**config.mk**
```make
export PLATFORM = sky130hd
export DESIGN_NAME = bmp24_pixel_stream_writer_core
export DESIGN_NICKNAME = d
export VERILOG_FILES = /design/src/rtl/bmp24w_pkg.sv /design/src/rtl/bmp24_pixel_stream_writer_core.sv /design/src/rtl/bmp24w_emitter.sv
export SDC_FILE = /design/constraint.sdc
export NUM_CORES = 1
export LEC_CHECK = 0
export ABC_AREA = 1
export ABC_CLOCK_PERIOD_IN_PS = 15100
export BUFFER_PORTS_ARGS = -buffer_cell sky130_fd_sc_hd__buf_2
export CORE_ASPECT_RATIO = 0.9
export CORE_MARGIN = 2
export CORE_UTILIZATION = 65
export CTS_CLUSTER_SIZE = 30
export DETAILED_ROUTE_END_ITERATION = 12
export PLACE_DENSITY = 0.84
export SYNTH_ARGS = -nofsm -noshare
export SYNTH_HDL_FRONTEND = slang
export SYNTH_SLANG_ARGS = --single-unit
```
**constraint.sdc**
```tcl
create_clock -name i_clk -period 15.1 [get_ports i_clk]
set_clock_uncertainty 0.2 [all_clocks]
set_input_delay 2.265 -clock i_clk [delete_from_list [all_inputs] [get_ports i_clk]]
set_output_delay 2.265 -clock i_clk [all_outputs]
set_load 0.02 [all_outputs]
```
**src/rtl/bmp24w_pkg.sv**
```systemverilog
// ----------------------------------------------------------------------------
// bmp24w_pkg
// Shared types, constants and byte functions of the 24-bit BMP stream writer.
// ----------------------------------------------------------------------------
package bmp24w_pkg;

    // Header layout constants
    localparam int unsigned HdrBytes      = 54;
    localparam logic [15:0] BmpType       = 16'h4D42;
    localparam logic [7:0]  PixelOffset   = 8'd54;
    localparam logic [7:0]  InfoHdrSize   = 8'd40;
    localparam logic [7:0]  BitsPerPixel  = 8'd24;
    localparam logic [7:0]  NumPlanes     = 8'd1;
    localparam logic [7:0]  ChanMax       = 8'd255;
    localparam logic [15:0] ChanOne       = 16'd4096;

    // Byte positions within one item: header, then blue, green, red, padding
    localparam logic [5:0]  PosFirst      = 6'd0;
    localparam logic [5:0]  PosBlue       = 6'd54;
    localparam logic [5:0]  PosGreen      = 6'd55;
    localparam logic [5:0]  PosRed        = 6'd56;

    // Header field byte offsets
    localparam logic [5:0]  OffType       = 6'd0;
    localparam logic [5:0]  OffSize       = 6'd2;
    localparam logic [5:0]  OffPixels     = 6'd10;
    localparam logic [5:0]  OffInfo       = 6'd14;
    localparam logic [5:0]  OffWidth      = 6'd18;
    localparam logic [5:0]  OffHeight     = 6'd22;
    localparam logic [5:0]  OffPlanes     = 6'd26;
    localparam logic [5:0]  OffBits       = 6'd28;

    // Configuration register indexes
    localparam logic        RegWidth      = 1'b0;
    localparam logic        RegHeight     = 1'b1;

    // One pixel, converted, with what it needs around it
    typedef struct packed {
        logic       hdr;
        logic [7:0] blue;
        logic [7:0] green;
        logic [7:0] red;
        logic [1:0] pad;
        logic       img_end;
    } t_item;

    // Q4.12 channel to byte: clamp negative to 0, above 1.0 to 255
    function automatic logic [7:0] chan_to_byte(input logic [15:0] v);
        logic [20:0] prod;
        begin
            prod = ({8'd0, v[12:0]} << 8) - {8'd0, v[12:0]};
            if (v[15]) begin
                chan_to_byte = 8'd0;
            end else if (v > ChanOne) begin
                chan_to_byte = ChanMax;
            end else begin
                chan_to_byte = prod[19:12];
            end
        end
    endfunction

    // Header byte at a given position
    function automatic logic [7:0] hdr_byte(
        input logic [5:0]  idx,
        input logic [15:0] w,
        input logic [15:0] h,
        input logic [31:0] size
    );
        begin
            unique case (idx)
                OffType:          hdr_byte = BmpType[7:0];
                OffType + 6'd1:   hdr_byte = BmpType[15:8];
                OffSize:          hdr_byte = size[7:0];
                OffSize + 6'd1:   hdr_byte = size[15:8];
                OffSize + 6'd2:   hdr_byte = size[23:16];
                OffSize + 6'd3:   hdr_byte = size[31:24];
                OffPixels:        hdr_byte = PixelOffset;
                OffInfo:          hdr_byte = InfoHdrSize;
                OffWidth:         hdr_byte = w[7:0];
                OffWidth + 6'd1:  hdr_byte = w[15:8];
                OffHeight:        hdr_byte = h[7:0];
                OffHeight + 6'd1: hdr_byte = h[15:8];
                OffPlanes:        hdr_byte = NumPlanes;
                OffBits:          hdr_byte = BitsPerPixel;
                default:          hdr_byte = 8'd0;
            endcase
        end
    endfunction

endpackage

```
**src/rtl/bmp24_pixel_stream_writer_core.sv**
```systemverilog
// ----------------------------------------------------------------------------
// bmp24_pixel_stream_writer_core
// Turns a stream of Q4.12 RGB pixels into the byte stream of a 24-bit BMP.
// ----------------------------------------------------------------------------
// One pixel beat in gives its blue, green and red bytes out, one byte per
// cycle unless i_m_tready stalls the output; the first pixel of an image
// adds the 54 header bytes and the last pixel of a row adds image_width
// mod 4 padding bytes. The single byte-wide output register sets this rate.
// A pixel is accepted into an input register while the previous one is
// still being sent. The last byte of each pixel carries tlast, the last
// byte of the file carries tuser. Write image_width and image_height only
// while the block is idle; a value of 0 counts as 65536 rows or columns.
module bmp24_pixel_stream_writer_core (
    input  logic        i_clk,
    input  logic        i_rst_n,
    // Configuration write port
    input  logic        i_cfg_we,
    input  logic        i_cfg_idx,
    input  logic [15:0] i_cfg_data,
    // Pixel input
    input  logic        i_s_tvalid,
    output logic        o_s_tready,
    input  logic [47:0] i_s_tdata,   // red[15:0], green[31:16], blue[47:32]
    // Byte output
    output logic        o_m_tvalid,
    input  logic        i_m_tready,
    output logic [7:0]  o_m_tdata,   // data_byte[7:0]
    output logic        o_m_tlast,   // last_in_run
    output logic        o_m_tuser    // image_end
);
    import bmp24w_pkg::*;

    logic [15:0] r_width;
    logic [15:0] r_height;
    logic [31:0] r_size;
    logic [15:0] r_col;
    logic [15:0] r_row;
    logic        r_a_valid;
    t_item       r_a_item;

    logic        s_accept;
    logic        emit_ready;
    logic [16:0] eff_w;
    logic [16:0] eff_h;
    logic        row_end;
    logic        img_end;
    logic [17:0] row_bytes;
    logic [33:0] n_size;
    t_item       n_item;

    // Hold configuration registers
    always_ff @(posedge i_clk) begin
        if (!i_rst_n) begin
            r_width  <= 16'd1;
            r_height <= 16'd1;
        end else if (i_cfg_we) begin
            unique case (i_cfg_idx)
                RegWidth:  r_width  <= i_cfg_data;
                RegHeight: r_height <= i_cfg_data;
            endcase
        end
    end

    // File size from the raw register values, kept modulo 2^32
    assign row_bytes = ({2'd0, r_width} << 1) + {2'd0, r_width} + {16'd0, r_width[1:0]};
    assign n_size    = ({18'd0, r_height} * {16'd0, row_bytes}) + 34'(HdrBytes);

    always_ff @(posedge i_clk) begin
        r_size <= n_size[31:0];
    end

    // Row and image end against effective sizes
    assign eff_w   = (r_width  == 16'd0) ? 17'h10000 : {1'b0, r_width};
    assign eff_h   = (r_height == 16'd0) ? 17'h10000 : {1'b0, r_height};
    assign row_end = ({1'b0, r_col} + 17'd1) >= eff_w;
    assign img_end = row_end && (({1'b0, r_row} + 17'd1) >= eff_h);

    // Build the item for the incoming pixel
    always_comb begin
        n_item.hdr     = (r_col == 16'd0) && (r_row == 16'd0);
        n_item.red     = chan_to_byte(i_s_tdata[15:0]);
        n_item.green   = chan_to_byte(i_s_tdata[31:16]);
        n_item.blue    = chan_to_byte(i_s_tdata[47:32]);
        n_item.pad     = row_end ? r_width[1:0] : 2'd0;
        n_item.img_end = img_end;
    end

    assign o_s_tready = !r_a_valid || emit_ready;
    assign s_accept   = i_s_tvalid && o_s_tready;

    // Advance column and row counters on each accepted beat
    always_ff @(posedge i_clk) begin
        if (!i_rst_n) begin
            r_col <= 16'd0;
            r_row <= 16'd0;
        end else if (s_accept) begin
            if (row_end) begin
                r_col <= 16'd0;
                r_row <= img_end ? 16'd0 : (r_row + 16'd1);
            end else begin
                r_col <= r_col + 16'd1;
            end
        end
    end

    // Hold the accepted pixel until the emitter takes it
    always_ff @(posedge i_clk) begin
        if (!i_rst_n) begin
            r_a_valid <= 1'b0;
        end else begin
            if (s_accept) begin
                r_a_valid <= 1'b1;
                r_a_item  <= n_item;
            end else if (emit_ready) begin
                r_a_valid <= 1'b0;
            end
        end
    end

    bmp24w_emitter u_emitter (
        .i_clk      (i_clk),
        .i_rst_n    (i_rst_n),
        .i_valid    (r_a_valid),
        .o_ready    (emit_ready),
        .i_item     (r_a_item),
        .i_width    (r_width),
        .i_height   (r_height),
        .i_size     (r_size),
        .o_m_tvalid (o_m_tvalid),
        .i_m_tready (i_m_tready),
        .o_m_tdata  (o_m_tdata),
        .o_m_tlast  (o_m_tlast),
        .o_m_tuser  (o_m_tuser)
    );

endmodule

```
**src/rtl/bmp24w_emitter.sv**
```systemverilog
// ----------------------------------------------------------------------------
// bmp24w_emitter
// Walks one held pixel item byte by byte (header, B, G, R, padding) into an
// output register.
// ----------------------------------------------------------------------------
module bmp24w_emitter (
    input  logic               i_clk,
    input  logic               i_rst_n,
    input  logic               i_valid,
    output logic               o_ready,
    input  bmp24w_pkg::t_item  i_item,
    input  logic [15:0]        i_width,
    input  logic [15:0]        i_height,
    input  logic [31:0]        i_size,
    output logic               o_m_tvalid,
    input  logic               i_m_tready,
    output logic [7:0]         o_m_tdata,   // data_byte
    output logic               o_m_tlast,   // last_in_run
    output logic               o_m_tuser    // image_end
);
    import bmp24w_pkg::*;

    logic       r_seq_valid;
    t_item      r_item;
    logic [5:0] r_pos;
    logic       r_out_valid;
    logic [7:0] r_out_data;
    logic       r_out_last;
    logic       r_out_end;

    logic       out_adv;
    logic       seq_last;
    logic       take;
    logic [7:0] cur_byte;

    // Output register frees when empty or when its beat is taken
    assign out_adv  = !r_out_valid || i_m_tready;
    assign seq_last = (r_pos == (PosRed + {4'd0, r_item.pad}));
    assign o_ready  = !r_seq_valid || (out_adv && seq_last);
    assign take     = i_valid && o_ready;

    // Select the byte at the current position
    always_comb begin
        if (r_pos < PosBlue) begin
            cur_byte = hdr_byte(r_pos, i_width, i_height, i_size);
        end else if (r_pos == PosBlue) begin
            cur_byte = r_item.blue;
        end else if (r_pos == PosGreen) begin
            cur_byte = r_item.green;
        end else if (r_pos == PosRed) begin
            cur_byte = r_item.red;
        end else begin
            cur_byte = 8'd0;
        end
    end

    // Advance the sequencer and load the output register
    always_ff @(posedge i_clk) begin
        if (!i_rst_n) begin
            r_seq_valid <= 1'b0;
            r_out_valid <= 1'b0;
        end else begin
            if (out_adv) begin
                r_out_valid <= r_seq_valid;
                r_out_data  <= cur_byte;
                r_out_last  <= seq_last;
                r_out_end   <= seq_last && r_item.img_end;
            end
            if (take) begin
                r_seq_valid <= 1'b1;
                r_item      <= i_item;
                r_pos       <= i_item.hdr ? PosFirst : PosBlue;
            end else if (r_seq_valid && out_adv) begin
                if (seq_last) begin
                    r_seq_valid <= 1'b0;
                end else begin
                    r_pos <= r_pos + 6'd1;
                end
            end
        end
    end

    assign o_m_tvalid = r_out_valid;
    assign o_m_tdata  = r_out_data;
    assign o_m_tlast  = r_out_last;
    assign o_m_tuser  = r_out_end;

endmodule
```
==> results.tsv, run 1 <==
stage	metric	value	unit
yosys	synth_area	0.0183	mm²
yosys	synthesis.nets	2756	
critical_path	worstPathMaxFanout	9	
sta	period_share	56.5	%
job	maxCapViolCount	0	
sta	setup_violations	0	
critical_path	path_delay_family	adder cells	
die	row_count	58	
sta	rsz0062_at_grt	false	
cells_and_area	fill_cells	2247	
yosys	synth_flop_cell	dfxtp_1	
yosys	synth-edff-count	71	
yosys	synthArstFlopShare	0	%
die	io_pins	82	
power	power_density	104	mW/mm²
status	status	finished clean	
global_route	grt_pass1_wl	84000	µm
global_route	grt_max_degree	45	
critical_path	worstPathArrival	8.64	ns
yosys	synth_compound_area_share	9.49	%
yosys	synthAdderAreaFrac	34.9	%
clocking	cts-resized-gates	0	
place	place_congestion	0.973	
clocking	cts-root-buf	clkbuf_16	
cells_and_area	antennaDiodeCount	0	
yosys	yosysUniqueCellTypes	54	
yosys	yosys.area_share.xor_xnor	3.24	%
critical_path	worst_path_most_repeated_cell	fa_1	
clocking	cts_setup_buffers	0	
clocking	max-clock-path-buffers	2	
sta	tns	0	ns
cells_and_area	area_growth	7.16	%
yosys	ys_seq_elements	168	
power	p_leak	9.81	nW
yosys	synth_top_area_share	21.5	%
critical_path	worstSetupPathType	register to register	
sta	fin_crit	8.53	ns
yosys	yosys-mux-area-fraction	0	%
yosys	yosysSeqAreaShare	22.2	%
global_route	gr-total-overflow	0	
routing	drtIter0Drc	1475	
clocking	clk_pin_slew	0.07	ns
clocking	cts_buffers	17	
routing	drc	0	
routing	wire_per_inst	19.1	µm
worst_hold_path	hold_class	register to register	
clocking	cts_tree	yes	
yosys	synth_top_family_by_area	adder cells	
yosys	synth_area_leaders	fa_1, ha_1, edfxtp_1, dfxtp_1, inv_1	
yosys	yosys.area_share.simple	19.2	%
sta	drv_slew	0	
power	ir_drop	0.0914	mV
routing	vias	16000	
critical_path	crit_slowest_cell	xnor2_1	
critical_path	required	15.22	ns
routing	drt_wl_total	52000	µm
yosys	yosys.area.top_type	fa_1	
sta	tightestPinTransition	1.06	ns
routing	drt_first_pass_iters	5	
sta	fmax	117	MHz
die	coreArea	0.0279	mm²
die	start_util	65.8	%
clocking	clock_latency	0.43	ns
yosys	synth.avg_cell_area	7.99	µm²
yosys	synthCells	2293	
cells_and_area	layout.nets	2820	
clocking	clock_sinks	168	
critical_path	path_buf_inv	7	
power	total_power	2.04	mW
yosys	ys.warnings.count	0	
die	die_area	0.0296	mm²
global_route	antenna_found_initial	1	
place	port_buffers	81	
place	dpl.hpwl	41100	µm
sta	slew_headroom	28.9	%
clocking	cts-htree-levels	4	
global_route	grt_pass1_vias	16100	
critical_path	cp-end-kind	register	
routing	postRouteAntennaNets	0	
routing	viasPerCell	5.88	
global_route	grt_use_total	36.8	%
die	die_h	163	µm
die	die_w	181	µm
sta	hold_violations	0	
clocking	cts_hold_repair.buffers	0	
critical_path	crit_path_start_kind	register	
critical_path	critical-path-max-stage-delay	0.67	ns
cells_and_area	drive_gt1_share	6.79	%
-- worst register-to-register path, delay by kind of cell (launching register included) --
kind            cells  cell delay, ns
compound gates      7            1.34
xor+xnor            2            0.83
fa+ha+maj          10            4.54
buf+inv             7            0.76
flops               1            0.37
simple gates        3            0.40
-- state kept, by name, indices dropped and copies added, names as in the netlist --
signal,count
r_a_item,28
r_a_valid,1
r_col,16
r_height,16
r_row,16
r_size,30
r_width,16
u_emitter.o_m_tdata,8
u_emitter.o_m_tlast,1
u_emitter.o_m_tuser,1
u_emitter.o_m_tvalid,1
u_emitter.r_item,27
u_emitter.r_pos,6
u_emitter.r_seq_valid,1
-- power by group --
group          internal, mW  total, mW  leakage [nW]  switching [mW]
logic                 0.359       1.05          8.07           0.689
registers             0.535      0.572          1.47          0.0376
clock network         0.217      0.422         0.279           0.204
-- Yosys cell counts (all sizes together) (2+ instances only) --
| master | count |
|---|---|
| a211oi | 10 |
| a21boi | 2 |
| a21o | 4 |
| a21oi | 133 |
| a221oi | 12 |
| a22o | 4 |
| a31oi | 18 |
| buf | 6 |
| clkbuf | 42 |
| clkinv | 7 |
| dfxtp | 97 |
| edfxtp | 71 |
| fa | 197 |
| ha | 196 |
| inv | 469 |
| nand2 | 464 |
| nand3 | 62 |
| nand3b | 4 |
| nand4 | 32 |
| nor2 | 202 |
| nor3 | 43 |
| nor3b | 2 |
| nor4 | 18 |
| o2111ai | 3 |
| o211ai | 8 |
| o21a | 3 |
| o21ai | 85 |
| o21bai | 8 |
| o22ai | 10 |
| or2 | 8 |
| xnor2 | 17 |
| xor2 | 50 |
-- metal layers --
metal | part of all wire, % | track usage [%] | up-vias
met2 | 45 | 58.8 | 797
met3 | 10 | 10.1 | 156
met1 | 40 | 48.3 | 7679
met5 | 0.015 | 1.33 | -
met4 | 3.9 | 13.7 | 2
li1 | - | - | 7406
-- layout by cell type (no fill, tap or decap), types with 8 or more instances in the layout --
cell,count
xnor2_1,16
nor3_1,41
xor2_1,49
nor4_1,18
o21ai_1,10
o21bai_1,8
a31oi_1,18
a221oi_1,12
nor2_1,197
o211ai_1,8
buf_2,81
inv_2,8
clkbuf_16,17
dfxtp_1,97
nand3_1,62
edfxtp_1,71
a21oi_1,129
ha_1,196
fa_1,197
inv_1,462
nand4_1,30
buf_4,12
nand2_1,460
a211oi_1,10
o22ai_1,10
o21ai_0,74
-- kinds of logic after synthesis --
family | count (synthesis)
xor gates and xnor gates | 67
and+or+nand+nor | 838
AOI/OAI and AO/OA | 303
buffers and inverters | 524
adders and majority gates | 393
DFF | 168
-- through the flow --
step | hold WS, ns | std cells | worst slack (ns) | area [µm²] | util, %
3_5_place_dp | 0.205 | 2698 | 6.73 | 19100 | 68.5
4_1_cts | 0.220 | 2730 | 6.65 | 19600 | 70.5
3_3_place_gp | 0.202 | 2698 | 7.01 | 19100 | 68.5
5_1_grt | 0.223 | 2730 | 6.12 | 19600 | 70.5
2_1_floorplan | 0.200 | 2293 | 7.73 | 18300 | -
6_report | 0.220 | 2730 | 6.57 | 19600 | 70.5
-- path summary, 6_finish.rpt --
| kind | startpoint | cells past startpoint | slack, ns | end |
|---|---|---|---|---|
| min reg2reg | r_a_item[21] | 0 | 0.22 | u_emitter.r_item[21] |
| max reg2reg | r_width[1] | 29 | 6.57 | r_size[24] |
| max | r_width[1] | 29 | 6.57 | r_size[24] |
| min | r_a_item[21] | 0 | 0.22 | u_emitter.r_item[21] |
-- final cells by class --
cell class / instances / area (µm²) / share of cell area (%)
multi-input cells: 1601 / 12300 / 62.5
flip-flops and latches: 168 / 4070 / 20.7
inverters: 476 / 1790 / 9.12
repair buffers: 93 / 495 / 2.52
well taps: 360 / 450 / 2.29
clock buffers: 17 / 425 / 2.17
clock inverters: 15 / 134 / 0.682
(Power assumes the default switching activity.)
==> inputs of run 2 (changes only) <==
ABC_AREA = 0   (was 1)
ABC_CLOCK_PERIOD_IN_PS = 8700   (was 15100)
CORE_UTILIZATION = 64   (was 65)
PLACE_DENSITY = 0.82   (was 0.84)
clock period = 8.7 ns   (was 15.1 ns; I/O delays follow)
==> run 2 against run 1 <==
- sequential share of layout area down 0.12 points
- worst setup slack worse by 6.4 ns
- global-route usage decreased by 3.7 points
- power is 18% higher
- combinational power decreased by 34%
- synthesized cell count down 12%
- critical path depth increased by 1
- register-to-register slack worse by 6.4 ns
- sequential power up 67%
- final cell count decreased by 10%
- via count decreased by 7.2%
- clock power is 81% higher
- highest routed layer is now met4
==> results.tsv, run 2 <==
stage	metric	value	unit
status	status	finished clean	
die	row_count	58	
die	die_w	181	µm
sta	period_share	97.8	%
sta	fin_crit	8.51	ns
global_route	gr-total-overflow	0	
critical_path	worst_path_most_repeated_cell	fa_1	
cells_and_area	area_growth	8.94	%
sta	tightestPinTransition	1.44	ns
power	power_density	122	mW/mm²
yosys	synth_top_area_share	21.7	%
clocking	cts_tree	yes	
place	place_congestion	0.991	
global_route	grt_max_degree	42	
yosys	yosysMostFrequentCell	inv_1	
power	p_leak	9.29	nW
critical_path	crit_path_start_kind	register	
die	die_area	0.0297	mm²
cells_and_area	regMostFlops	r_size	
yosys	synth_area_leaders	fa_1, ha_1, edfxtp_1, dfxtp_1, inv_1	
global_route	grt_pass1_wl	77300	µm
place	port_buffers	81	
routing	drc	0	
yosys	synth.avg_cell_area	8.95	µm²
routing	wire_per_inst	19.3	µm
worst_hold_path	hold_class	register to register	
cells_and_area	layout.nets	2546	
cells_and_area	mostFrequentLayoutCells	inv_1, nand2_1, fa_1	
critical_path	worstPathArrival	8.62	ns
routing	vias	14900	
yosys	synthArstFlopShare	0	%
critical_path	timing.rr.end	r_size[31]	
global_route	antenna_found_initial	0	
routing	drtIter0Drc	1424	
clocking	clk_pin_slew	0.07	ns
critical_path	crit_slowest_cell	fa_1	
yosys	yosysSeqAreaShare	22.5	%
cells_and_area	antennaDiodeCount	0	
critical_path	required	8.81	ns
clocking	clock_latency	0.44	ns
critical_path	r2r_slack	0.19	ns
yosys	synthesis.nets	2490	
yosys	yosysUniqueCellTypes	76	
cells_and_area	top_regs	r_size: 30 flops, r_a_item: 28 flops, u_emitter.r_item: 27 flops	
clocking	cts-root-buf	clkbuf_16	
sta	fmax	118	MHz
routing	drt_first_pass_iters	7	
sta	hold_violations	0	
clocking	cts_hold_repair.buffers	0	
global_route	grt_use_total	33.1	%
sta	drv_slew	0	
die	start_util	64.9	%
worst_hold_path	hold-path-cell-count	0	
yosys	synthCells	2027	
job	maxCapViolCount	0	
yosys	ys_seq_elements	168	
cells_and_area	design_area	0.0198	mm²
routing	drt_wl_total	47300	µm
critical_path	worstSetupPathType	register to register	
yosys	yosys.area.top_type	fa_1	
global_route	grt_pass1_vias	15000	
yosys	synth-edff-count	71	
worst_hold_path	hp-start	r_a_item[2]	
sta	slew_headroom	3.18	%
critical_path	critical-path-max-stage-delay	0.57	ns
yosys	synth_area	0.0181	mm²
die	coreArea	0.0279	mm²
worst_hold_path	min_to	u_emitter.r_item[2]	
power	total_power	2.41	mW
die	die_h	164	µm
cells_and_area	largest_reg_flops	30	
yosys	synth_flop_cell	dfxtp_1	
clocking	clock_sinks	168	
die	io_pins	82	
place	dpl.hpwl	36600	µm
sta	setup_violations	0	
critical_path	r2r_start	r_width[1]	
routing	postRouteAntennaNets	0	
critical_path	r2r_cells	30	
clocking	cts_buffers	17	
routing	viasPerCell	6.06	
cells_and_area	drive_gt1_share	9.83	%
place	place_area	0.0190	mm²
yosys	ys.warnings.count	0	
critical_path	cp-end-kind	register	
yosys	synthTopCellsByCount	inv_1, nand2_1, fa_1	
clocking	max-clock-path-buffers	2	
cells_and_area	final_common_cell	inv_1	
power	ir_drop	0.130	mV
clocking	cts-htree-levels	4	
critical_path	worstPathMaxFanout	6	
run 2: stage by stage:
step	setup TNS, ns	worst slack (ns)	hold slack [ns]	util, %	instances
after detailed placement	-0.0447	-0.0250	0.205	68.0	2420
after global routing	-0.168	-0.108	0.224	70.7	2456
final	0	0.194	0.221	70.7	2456
after CTS	0	0.0634	0.220	70.2	2452
after floorplan	0	0.343	0.200	-	2027
after global placement	0	0.266	0.205	68.0	2420
run 2: kinds of logic after synthesis:
kind of cell,count (synthesis),synth area share [%]
flip-flops,168,22.5
AO/OA/AOI/OAI,315,11.7
buffers and inverters,416,8.73
XOR/XNOR,91,4.48
adder cells (fa/ha/maj),393,35.3
multiplexers,2,0.117
AND/OR/NAND/NOR,642,17.3
run 2: how the worst max path moves through the flow:
stage / start / to
floorplan: r_width[1] / r_size[31]
global placement: r_width[1] / r_size[31]
detailed placement: r_width[3] / r_size[31]
CTS: r_width[3] / r_size[31]
global route: r_width[1] / r_size[31]
finish: r_width[1] / r_size[31]
run 2: repair_timing:
action / 4_1_cts / 5_1_grt
endpoints found under the setup margin: 2 / 6
gates cloned: 0 / 0
setup buffers: 0 / 4
pin swaps: 0 / 11
resized for setup: 3 / 29
run 2: power breakdown:
part | internal, mW | switching [mW] | leakage, nW
Combinational | 0.264 | 0.431 | 7.55
Sequential | 0.896 | 0.0598 | 1.46
Clock | 0.429 | 0.334 | 0.280
Total | 1.59 | 0.825 | 9.29
run 2: area by class of cell:
class | count | area, µm²
clock inverter | 15 | 171
inverter | 322 | 1210
tap | 360 | 450
timing repair buffer | 131 | 805
sequential | 168 | 4080
multi-input combinational | 1443 | 12600
fill | 2044 | 8180
clock buffer | 17 | 425
run 2: critical path, delay by kind of cell (launching register included):
kind | cells | cell delay, ns
simple gates | 3 | 0.29
xor+xnor | 2 | 0.62
flops | 1 | 0.33
buf+inv | 5 | 0.41
compound gates | 10 | 1.86
fa+ha+maj | 10 | 4.65
run 2: layer usage:
layer  global-route usage [%]  vias up  wire length, µm
li1                         -     6762                -
met1                     43.2     7192            19100
met2                     55.5      759            22100
met3                     5.65      169             4060
met4                     13.0        0             2100
met5                        0        -                0
==> inputs of run 3 (changes only) <==
SYNTH_HIERARCHICAL = 1   (was unset)
==> run 3 against run 2 <==
- clock-buffer cell count unchanged
- largest power group unchanged
- register-to-register slack improved by 0.15 ns
- critical path type unchanged
- fmax increased by 1.9%
- synthesized cell count increased by 1.9%
- largest cell class unchanged
==> results.tsv, run 3 <==
stage	metric	value	unit
yosys	synthesis.nets	2529	
power	power_density	120	mW/mm²
global_route	grt_pass1_vias	15300	
status	status	finished clean	
cells_and_area	mostFrequentLayoutCells	inv_1, nand2_1, fa_1	
routing	wire_per_inst	19.5	µm
sta	fin_crit	8.35	ns
critical_path	worst_path_most_repeated_cell	fa_1	
sta	drv_slew	0	
yosys	synth-edff-count	71	
yosys	yosysMostFrequentCell	inv_1	
power	ir_drop	0.140	mV
yosys	synth_area	0.0186	mm²
cells_and_area	regMostFlops	r_size	
clocking	clock_sinks	168	
global_route	antenna_found_initial	1	
sta	tns	0	ns
global_route	grt_pass1_wl	78600	µm
routing	vias	15000	
sta	setup_violations	0	
critical_path	r2r_slack	0.35	ns
yosys	synth_area_leaders	fa_1, ha_1, edfxtp_1, dfxtp_1, inv_1	
cells_and_area	design_area	0.0201	mm²
critical_path	crit_path_start_kind	register	
worst_hold_path	min_to	u_emitter/r_item[6]	
routing	drt_wl_total	48700	µm
cells_and_area	fin_cells	2496	
place	place_congestion	0.986	
power	p_leak	9.33	nW
die	io_pins	82	
die	row_count	59	
clocking	cts_buffers	17	
die	die_w	184	µm
yosys	synth_top_area_share	21.2	%
sta	tightestPinTransition	1.20	ns
routing	drtIter0Drc	1058	
cells_and_area	fill_cells	2165	
critical_path	worstPathMaxFanout	8	
cells_and_area	layout.nets	2580	
cells_and_area	area_growth	7.75	%
yosys	synthTopCellsByCount	inv_1, nand2_1, fa_1	
critical_path	path_delay_family	adder cells	
die	die_h	166	µm
critical_path	cp-end-kind	register	
die	coreArea	0.0288	mm²
clocking	cts_tree	yes	
clocking	cts-htree-levels	4	
yosys	synth.avg_cell_area	9.01	µm²
cells_and_area	largest_reg_flops	30	
clocking	max-clock-path-buffers	2	
yosys	yosys.area.top_type	fa_1	
die	die_area	0.0305	mm²
yosys	yosysUniqueCellTypes	86	
clocking	clock_latency	0.45	ns
clocking	clk_pin_slew	0.08	ns
critical_path	path_buf_inv	5	
critical_path	required	8.88	ns
place	dp_cells	2459	
cells_and_area	fin_util	69.7	%
clocking	cts-root-buf	clkbuf_16	
routing	drt_first_pass_iters	8	
routing	postRouteAntennaNets	0	
critical_path	worstPathArrival	8.54	ns
routing	drc	0	
critical_path	timing.rr.end	r_size[30]	
global_route	grt_use_total	33.0	%
yosys	ys_seq_elements	168	
cells_and_area	final_common_cell	inv_1	
worst_hold_path	hold_class	register to register	
routing	viasPerCell	6.01	
global_route	grt_max_degree	41	
worst_hold_path	hp-start	r_a_item[6]	
sta	slew_headroom	19.4	%
place	port_buffers	81	
cells_and_area	top_regs	r_size: 30 flops, r_a_item: 28 flops, u_emitter/r_item: 27 flops	
place	dpl.hpwl	36800	µm
yosys	synthCells	2066	
critical_path	crit_slowest_cell	dfxtp_1	
cells_and_area	drive_gt1_share	10.2	%
cells_and_area	antennaDiodeCount	0	
global_route	gr-total-overflow	0	
sta	fmax	120	MHz
yosys	ys.warnings.count	6	
critical_path	critical-path-max-stage-delay	0.58	ns
critical_path	r2r_start	r_width[9]	
worst_hold_path	hold-path-cell-count	0	
sta	period_share	96.0	%
yosys	synthArstFlopShare	0	%
place	place_area	0.0194	mm²
yosys	synth_flop_cell	dfxtp_1	
die	start_util	64.7	%
sta	hold_violations	0	
yosys	yosysSeqAreaShare	21.9	%
critical_path	r2r_cells	28	
critical_path	worstSetupPathType	register to register	
sta	timing.hold.ws	0.222	ns
job	maxCapViolCount	0	
-- run 3: cell count changes in the layout (fill, tap and decap cells not counted), moves of 8 or more --
cell / previous run / this run
a21boi_0: 27 / 13
inv_1: 321 / 335
mux2i_1: 1 / 9
nor2_1: 69 / 80
buf_4: 46 / 34
a32o_1: 9 / 0
a21oi_1: 87 / 96
nor3_1: 24 / 16
nand2_1: 264 / 244
-- run 3: worst max path at each step --
| stage | from | to | slack (ns) | depth (start not counted) |
|---|---|---|---|---|
| 2_1_floorplan | r_width[1] | r_size[30] | 0.62 | 32 |
| 3_3_place_gp | r_width[1] | r_size[29] | 0.36 | 30 |
| 3_5_place_dp | r_width[1] | r_size[29] | 0.19 | 29 |
| 4_1_cts | r_width[1] | r_size[29] | 0.09 | 29 |
| 5_1_grt | r_width[8] | r_size[30] | -0.02 | 28 |
| 6_report | r_width[9] | r_size[30] | 0.35 | 28 |
-- run 3: logic make-up after synthesis --
family	share of synthesized area (%)
XOR/XNOR	4.28
adder cells (fa/ha/maj)	34.3
other	0.0403
AO/OA/AOI/OAI	11.8
AND/OR/NAND/NOR	18.2
buffers and inverters	8.82
multiplexers	0.544
flip-flops	21.9
-- run 3: worst reg2reg max path, delay by kind of cell (launching register included) --
kind | cells | cell delay (ns)
buffers and inverters | 5 | 0.30
adder cells (fa/ha/maj) | 9 | 4.18
flip-flops | 1 | 0.58
XOR/XNOR | 2 | 0.33
AO/OA/AOI/OAI | 10 | 2.12
AND/OR/NAND/NOR | 2 | 0.56
-- run 3: metrics by stage --
step / total power [mW] / setup WS, ns
after CTS: 2.40 / 0.0887
after floorplan: 1.43 / 0.618
after global routing: 2.54 / -0.0170
after detailed placement: 1.65 / 0.194
after global placement: 1.63 / 0.363
final: 2.41 / 0.348
-- run 3: per-layer routing --
layer  vias up  track usage (%)  share of wire [%]
met3       166             6.69                8.6
met4         0             16.8                4.8
met1      7262             43.2                 41
met2       679             52.1                 46
li1       6887                -                  -
met5         -                0                  0
-- run 3: layout make-up --
type,instances,area (µm²),area share [%]
clock buffer,17,425,2.12
clock inverter,15,151,0.755
inverter,336,1260,6.29
multi-input combinational,1476,13000,64.8
sequential,168,4070,20.3
tap,366,458,2.28
timing repair buffer,118,691,3.44
-- run 3: repair_timing --
item / in CTS / in global routing
hold buffers: 0 / 0
gates resized for setup: 0 / 19
endpoints found under the setup margin: 0 / 13
buffers inserted: 0 / 4
endpoints found under the hold margin: 0 / 0
-- run 3: where the power goes --
part | switching [mW] | internal (mW) | leakage [nW]
logic | 0.436 | 0.266 | 7.59
registers | 0.0686 | 0.895 | 1.46
clock network | 0.364 | 0.382 | 0.282
total | 0.869 | 1.54 | 9.33
